===== src/design/kde_pkg.sv =====
// Shared types, widths and constants for the Gaussian KDE grid splat block.
// Holds the exp(-k/16) table builder used by the sweep engine.
// No dependencies.
package kde_pkg;

	localparam int GRID_SIDE = 64;
	localparam int SIDE_W = $clog2(GRID_SIDE);
	localparam int SIDEREG_W = SIDE_W + 1;
	localparam int ADDR_W = 2 * SIDE_W;
	localparam int GRID_CELLS = GRID_SIDE * GRID_SIDE;
	localparam int ACC_W = 32;
	localparam int DENS_W = 17;
	localparam int COORD_W = 15;
	localparam int SPREAD_W = 16;
	localparam int REQ_W = 2;
	localparam int CFG_IDX_W = 2;
	localparam int CFG_DATA_W = 16;
	localparam int EXP_DEPTH = 256;
	localparam int EXP_IDX_W = $clog2(EXP_DEPTH);
	localparam int EXP_VAL_W = 17;
	// sum of two squared 15-bit distances needs one extra bit
	localparam int R2_W = 2 * COORD_W + 1;
	localparam int PROD_W = R2_W + SPREAD_W;
	localparam int K_SHIFT = 28;
	localparam int K_W = PROD_W - K_SHIFT;
	localparam logic [63:0] EXP_STEP_Q32 = 64'd4034748382;

	localparam logic [CFG_IDX_W-1:0] CFG_INV_SPREAD = 2'd0;
	localparam logic [CFG_IDX_W-1:0] CFG_SIDE_IN_USE = 2'd1;

	localparam logic [REQ_W-1:0] REQ_ADD = 2'd0;
	localparam logic [REQ_W-1:0] REQ_READ = 2'd1;
	localparam logic [REQ_W-1:0] REQ_CLEAR = 2'd2;

	typedef enum logic [1:0] {
		OP_ADD,
		OP_READ,
		OP_CLEAR,
		OP_NOP
	} op_t;

	typedef struct packed {
		op_t                op;
		logic [COORD_W-1:0] x;
		logic [COORD_W-1:0] y;
		logic [SIDE_W-1:0]  row;
		logic [SIDE_W-1:0]  col;
	} item_t;

	typedef logic [EXP_VAL_W-1:0] exp_rom_t [EXP_DEPTH];

	// exp(-k/16) in Q1.16, built from a Q0.32 step recurrence
	function automatic exp_rom_t build_exp_rom();
		exp_rom_t    rom;
		logic [63:0] v;
		logic [63:0] t;
		v = 64'd1 << 30;
		for (int k = 0; k < EXP_DEPTH; k++) begin
			t = (v + (64'd1 << 13)) >> 14;
			rom[k] = t[EXP_VAL_W-1:0];
			v = (v * EXP_STEP_Q32 + (64'd1 << 31)) >> 32;
		end
		return rom;
	endfunction

	localparam exp_rom_t EXP_ROM = build_exp_rom();

endpackage


===== src/design/kde_front.sv =====
// Front end: accepts request beats, decodes them and queues them for the engine.
// Depends on kde_pkg.
module kde_front (
	input  logic                          clk,
	input  logic                          arst_n,
	input  logic                          in_valid,
	output logic                          in_stall,
	input  logic [kde_pkg::REQ_W-1:0]     req_type,
	input  logic [kde_pkg::COORD_W-1:0]   x_coord,
	input  logic [kde_pkg::COORD_W-1:0]   y_coord,
	input  logic [kde_pkg::SIDE_W-1:0]    pixel_row,
	input  logic [kde_pkg::SIDE_W-1:0]    pixel_col,
	input  logic                          hold,
	output logic                          head_valid,
	output kde_pkg::item_t                head,
	input  logic                          pop
);
	import kde_pkg::*;

	item_t      fifo_q [2];
	logic       wr_ptr_q;
	logic       rd_ptr_q;
	logic [1:0] count_q;
	logic       push;
	item_t      item;

	always_comb begin
		item.x = x_coord;
		item.y = y_coord;
		item.row = pixel_row;
		item.col = pixel_col;
		case (req_type)
			REQ_ADD:   item.op = OP_ADD;
			REQ_READ:  item.op = OP_READ;
			REQ_CLEAR: item.op = OP_CLEAR;
			default:   item.op = OP_NOP;
		endcase
	end

	assign in_stall = hold || (count_q == 2'd2);
	assign push = in_valid && !in_stall;
	assign head_valid = (count_q != 2'd0);
	assign head = fifo_q[rd_ptr_q];

	always_ff @(posedge clk) begin
		if (push) begin
			fifo_q[wr_ptr_q] <= item;
		end
	end

	always_ff @(posedge clk or negedge arst_n) begin
		if (!arst_n) begin
			wr_ptr_q <= 1'b0;
			rd_ptr_q <= 1'b0;
			count_q <= 2'd0;
		end else begin
			if (push) begin
				wr_ptr_q <= !wr_ptr_q;
			end
			if (pop) begin
				rd_ptr_q <= !rd_ptr_q;
			end
			count_q <= count_q + 2'(push) - 2'(pop);
		end
	end

endmodule


===== config.mk =====
export PLATFORM = sky130hd
export DESIGN_NAME = kde_front
export DESIGN_NICKNAME = d
export VERILOG_FILES = /design/src/design/kde_pkg.sv /design/src/design/kde_front.sv
export SDC_FILE = /design/constraint.sdc
export NUM_CORES = 1
export LEC_CHECK = 0
export ABC_AREA = 1
export BUFFER_PORTS_ARGS = -buffer_cell sky130_fd_sc_hd__buf_2
export CAP_MARGIN = 20
export CORE_MARGIN = 2
export CORE_UTILIZATION = 50
export DETAILED_ROUTE_END_ITERATION = 12
export PLACE_DENSITY = 0.77
export SYNTH_ARGS = -nofsm -noshare
export SYNTH_HDL_FRONTEND = slang
export SYNTH_SLANG_ARGS = --single-unit

===== constraint.sdc =====
create_clock -name clk -period 7.6 [get_ports clk]
set_clock_uncertainty 0.15 [all_clocks]
set_input_delay 1.52 -clock clk [delete_from_list [all_inputs] [get_ports clk]]
set_output_delay 1.52 -clock clk [all_outputs]
set_load 0.005 [all_outputs]

==> results.toml <==
[cells_and_area]
final_area_sq_um = 4230
num_antenna_cells = 0
final_cell_mix = "buf_2, edfxtp_1, nand2_1"
area_delta_synth_final_pct = 20.3
fin_util_pct = 62.3
instances_no_fill = 456
drive_gt1_share_pct = 32.5
fin_nets = 407
final_common_cell = "buf_2"

[power_and_ir_drop]
p_switching_uw = 390
ir_worst_vdd_v = 0.000174
seqPwrFrac_pct = 51.8
p_sw_share_pct = 29.8
p_leak_nw = 1.82
p_clk_share_pct = 23.2
comb_power_share_pct = 25.1
power_density_nw_per_um2 = 310
p_int_uw = 920

[global_route]
grt_pass1_wl_mm = 9.03
grt_pass1_vias = 2007
grt_max_degree = 52
grt_overflow = 0
grt_util_all_layers_pct = 15.7
antenna_found_initial = 0

[clock_tree]
cts_resized = 0
cts_sinks = 92
path_clk_slew_ns = 0.09
root_buffer = "clkbuf_8"
numCtsBuffers = 9
postCtsSetupBuffers = 0
htreeDepth = 3
cts_tree = "yes"
clockBufferDepth = 2
ctsHoldBuffers = 0
clk_latency_ns = 0.34

[placement]
dpl.cell_count = 441
dpl_cell_area_sq_um = 4050
place.port_buffers = 94
gp_congestion = 0.651
dpl.hpwl_mm = 3.66

[yosys]
synthMuxAreaShare_pct = 0
yosysWarningCount = 0
synthXorXnorAreaFrac_pct = 0.249
synth_area_leaders = "edfxtp_1, nand2_1, inv_1"
synthAdderAreaFrac_pct = 0.711
synthDistinctLibCells = 17
yosysTopAreaCellShare_pct = 75.1
syn_avg_cell_area_sq_um = 13.5
synth_top_family_by_area = "buffers and inverters"
synth_top_cell_by_area = "edfxtp_1"
synth_compound_area_share_pct = 6.90
synth-seq-area-share_pct = 77.9
synth_area_sq_um = 3520
synth_nets = 312
yosys.area_share.simple_pct = 6.33
synth_cells = 261
synth-seq-cells = 92

[setup_path]
crit_type = "flop to output port"
slowest_delay_ns = 0.80
slowest_stage = "dfrtp_2"
worstPathArrival_ns = 1.99
ff2ff_setup_slack_ns = 5.66
crit_chain = "buf_4 > nand2_1 > o21ai_0 > buf_2"
worstSetupEndpointType = "output port"
crit_fanout = 51
crit_family = "flip-flops"
startpoint_type = "flop"
required_ns = 5.93
path_buf_inv = 2

[floorplanning]
initial_core_util_pct = 51.8
core_sq_um = 6790
die_y_um = 87.9
boundaryPins = 95
die_w_um = 87.9
rows = 30
dieArea_sq_um = 7730

[sta]
whs_ns = 0.346
relSlewSlack_pct = 34.2
drv_slew = 0
rsz0062_at_grt = "false"
worstMarginPinSlew_ns = 0.986
tns_ns = 0
period_needed_ns = 3.66
setup_violations = 0
timing.final.crit_share_pct = 48.2
max_freq_ghz = 0.273
hold_viol = 0

[routing]
post_drt_wl_per_cell_um = 12.3
drt_iter0_markers = 87
met3_length_um = 249
viasPerCell = 4.57
drt-met1-wl_mm = 2.26
dr.max_layer_used = "met4"
drt_first_pass_iters = 4
drt_wl_total_mm = 5.60
drcViolationCount = 0
drtAntennaViolNets = 0
num_vias = 2083
route.met2.wl_mm = 3.00

[flow_run]
max_cap_violations = 0

[hold_path]
min_path_type = "flop to flop"

[status]
status = "complete, no violations"
final timing paths:
kind	to	cells after the start	from
max	head[4]	4	rd_ptr_q
min	wr_ptr_q	2	wr_ptr_q
max reg2reg	fifo_q[0][28]	4	count_q[0]
min reg2reg	wr_ptr_q	2	wr_ptr_q
max in group asynchronous	rd_ptr_q	1	arst_n
min in group asynchronous	count_q[0]	1	arst_n
worst register-to-register path, stage by stage (launching register included):
cell and delay (ns):
dfrtp_1 0.36, inv_1 0.06, nand2_1 0.10, nand4_1 0.13, inv_2 0.74
routing by layer:
layer | GRT usage (%) | vias up
met5 | 0 | -
met4 | 5.87 | 0
met3 | 5.00 | 8
met2 | 27.8 | 50
met1 | 17.9 | 963
li1 | - | 1062
registers in the layout, summed over array words and instances (netlist names):
name	count
count_q	2
rd_ptr_q	1
wr_ptr_q	1
fifo_q	88
power by group through the flow:
stage | clock network, mW | logic (mW) | registers [mW]
6_report | 0.303 | 0.329 | 0.678
5_1_grt | 0.334 | 0.381 | 0.688
4_1_cts | 0.312 | 0.339 | 0.681
3_5_place_dp | 0 | 0.338 | 0.691
3_3_place_gp | 0 | 0.328 | 0.688
2_1_floorplan | 0 | 0.231 | 0.659
layout make-up:
class	instances	area (sq um)
Clock buffer	10	128
Inverter	52	195
Fill cell	527	2560
Clock inverter	5	53.8
Tap cell	96	120
Timing Repair Buffer	96	485
Sequential cell	92	2740
Multi-Input combinational cell	105	507
per-stage QoR:
| step | power (mW) | setup slack [ns] |
|---|---|---|
| 6_report | 1.31 | 3.94 |
| 5_1_grt | 1.40 | 3.68 |
| 4_1_cts | 1.33 | 3.87 |
| 3_5_place_dp | 1.03 | 4.06 |
| 3_3_place_gp | 1.02 | 4.08 |
| 2_1_floorplan | 0.890 | 3.43 |
cell families after synthesis:
kind of cell | count (synthesis)
simple gates | 58
compound gates | 44
flops | 92
xor+xnor | 1
buf+inv | 64
fa+ha+maj | 2
synth_stat cells:
library cell and instances:
edfxtp_1 88, nand2_1 54, inv_1 52, o21ai_0 33, buf_2 6, o21ai_2 6
o21ai_1 5, dfrtp_1 4, buf_6 2, clkbuf_1 2, ha_1 2, nand3_1 2
buf_4 1, buf_8 1, nand4_1 1, nor2_1 1, xor2_1 1
(Power assumes the default switching activity.)
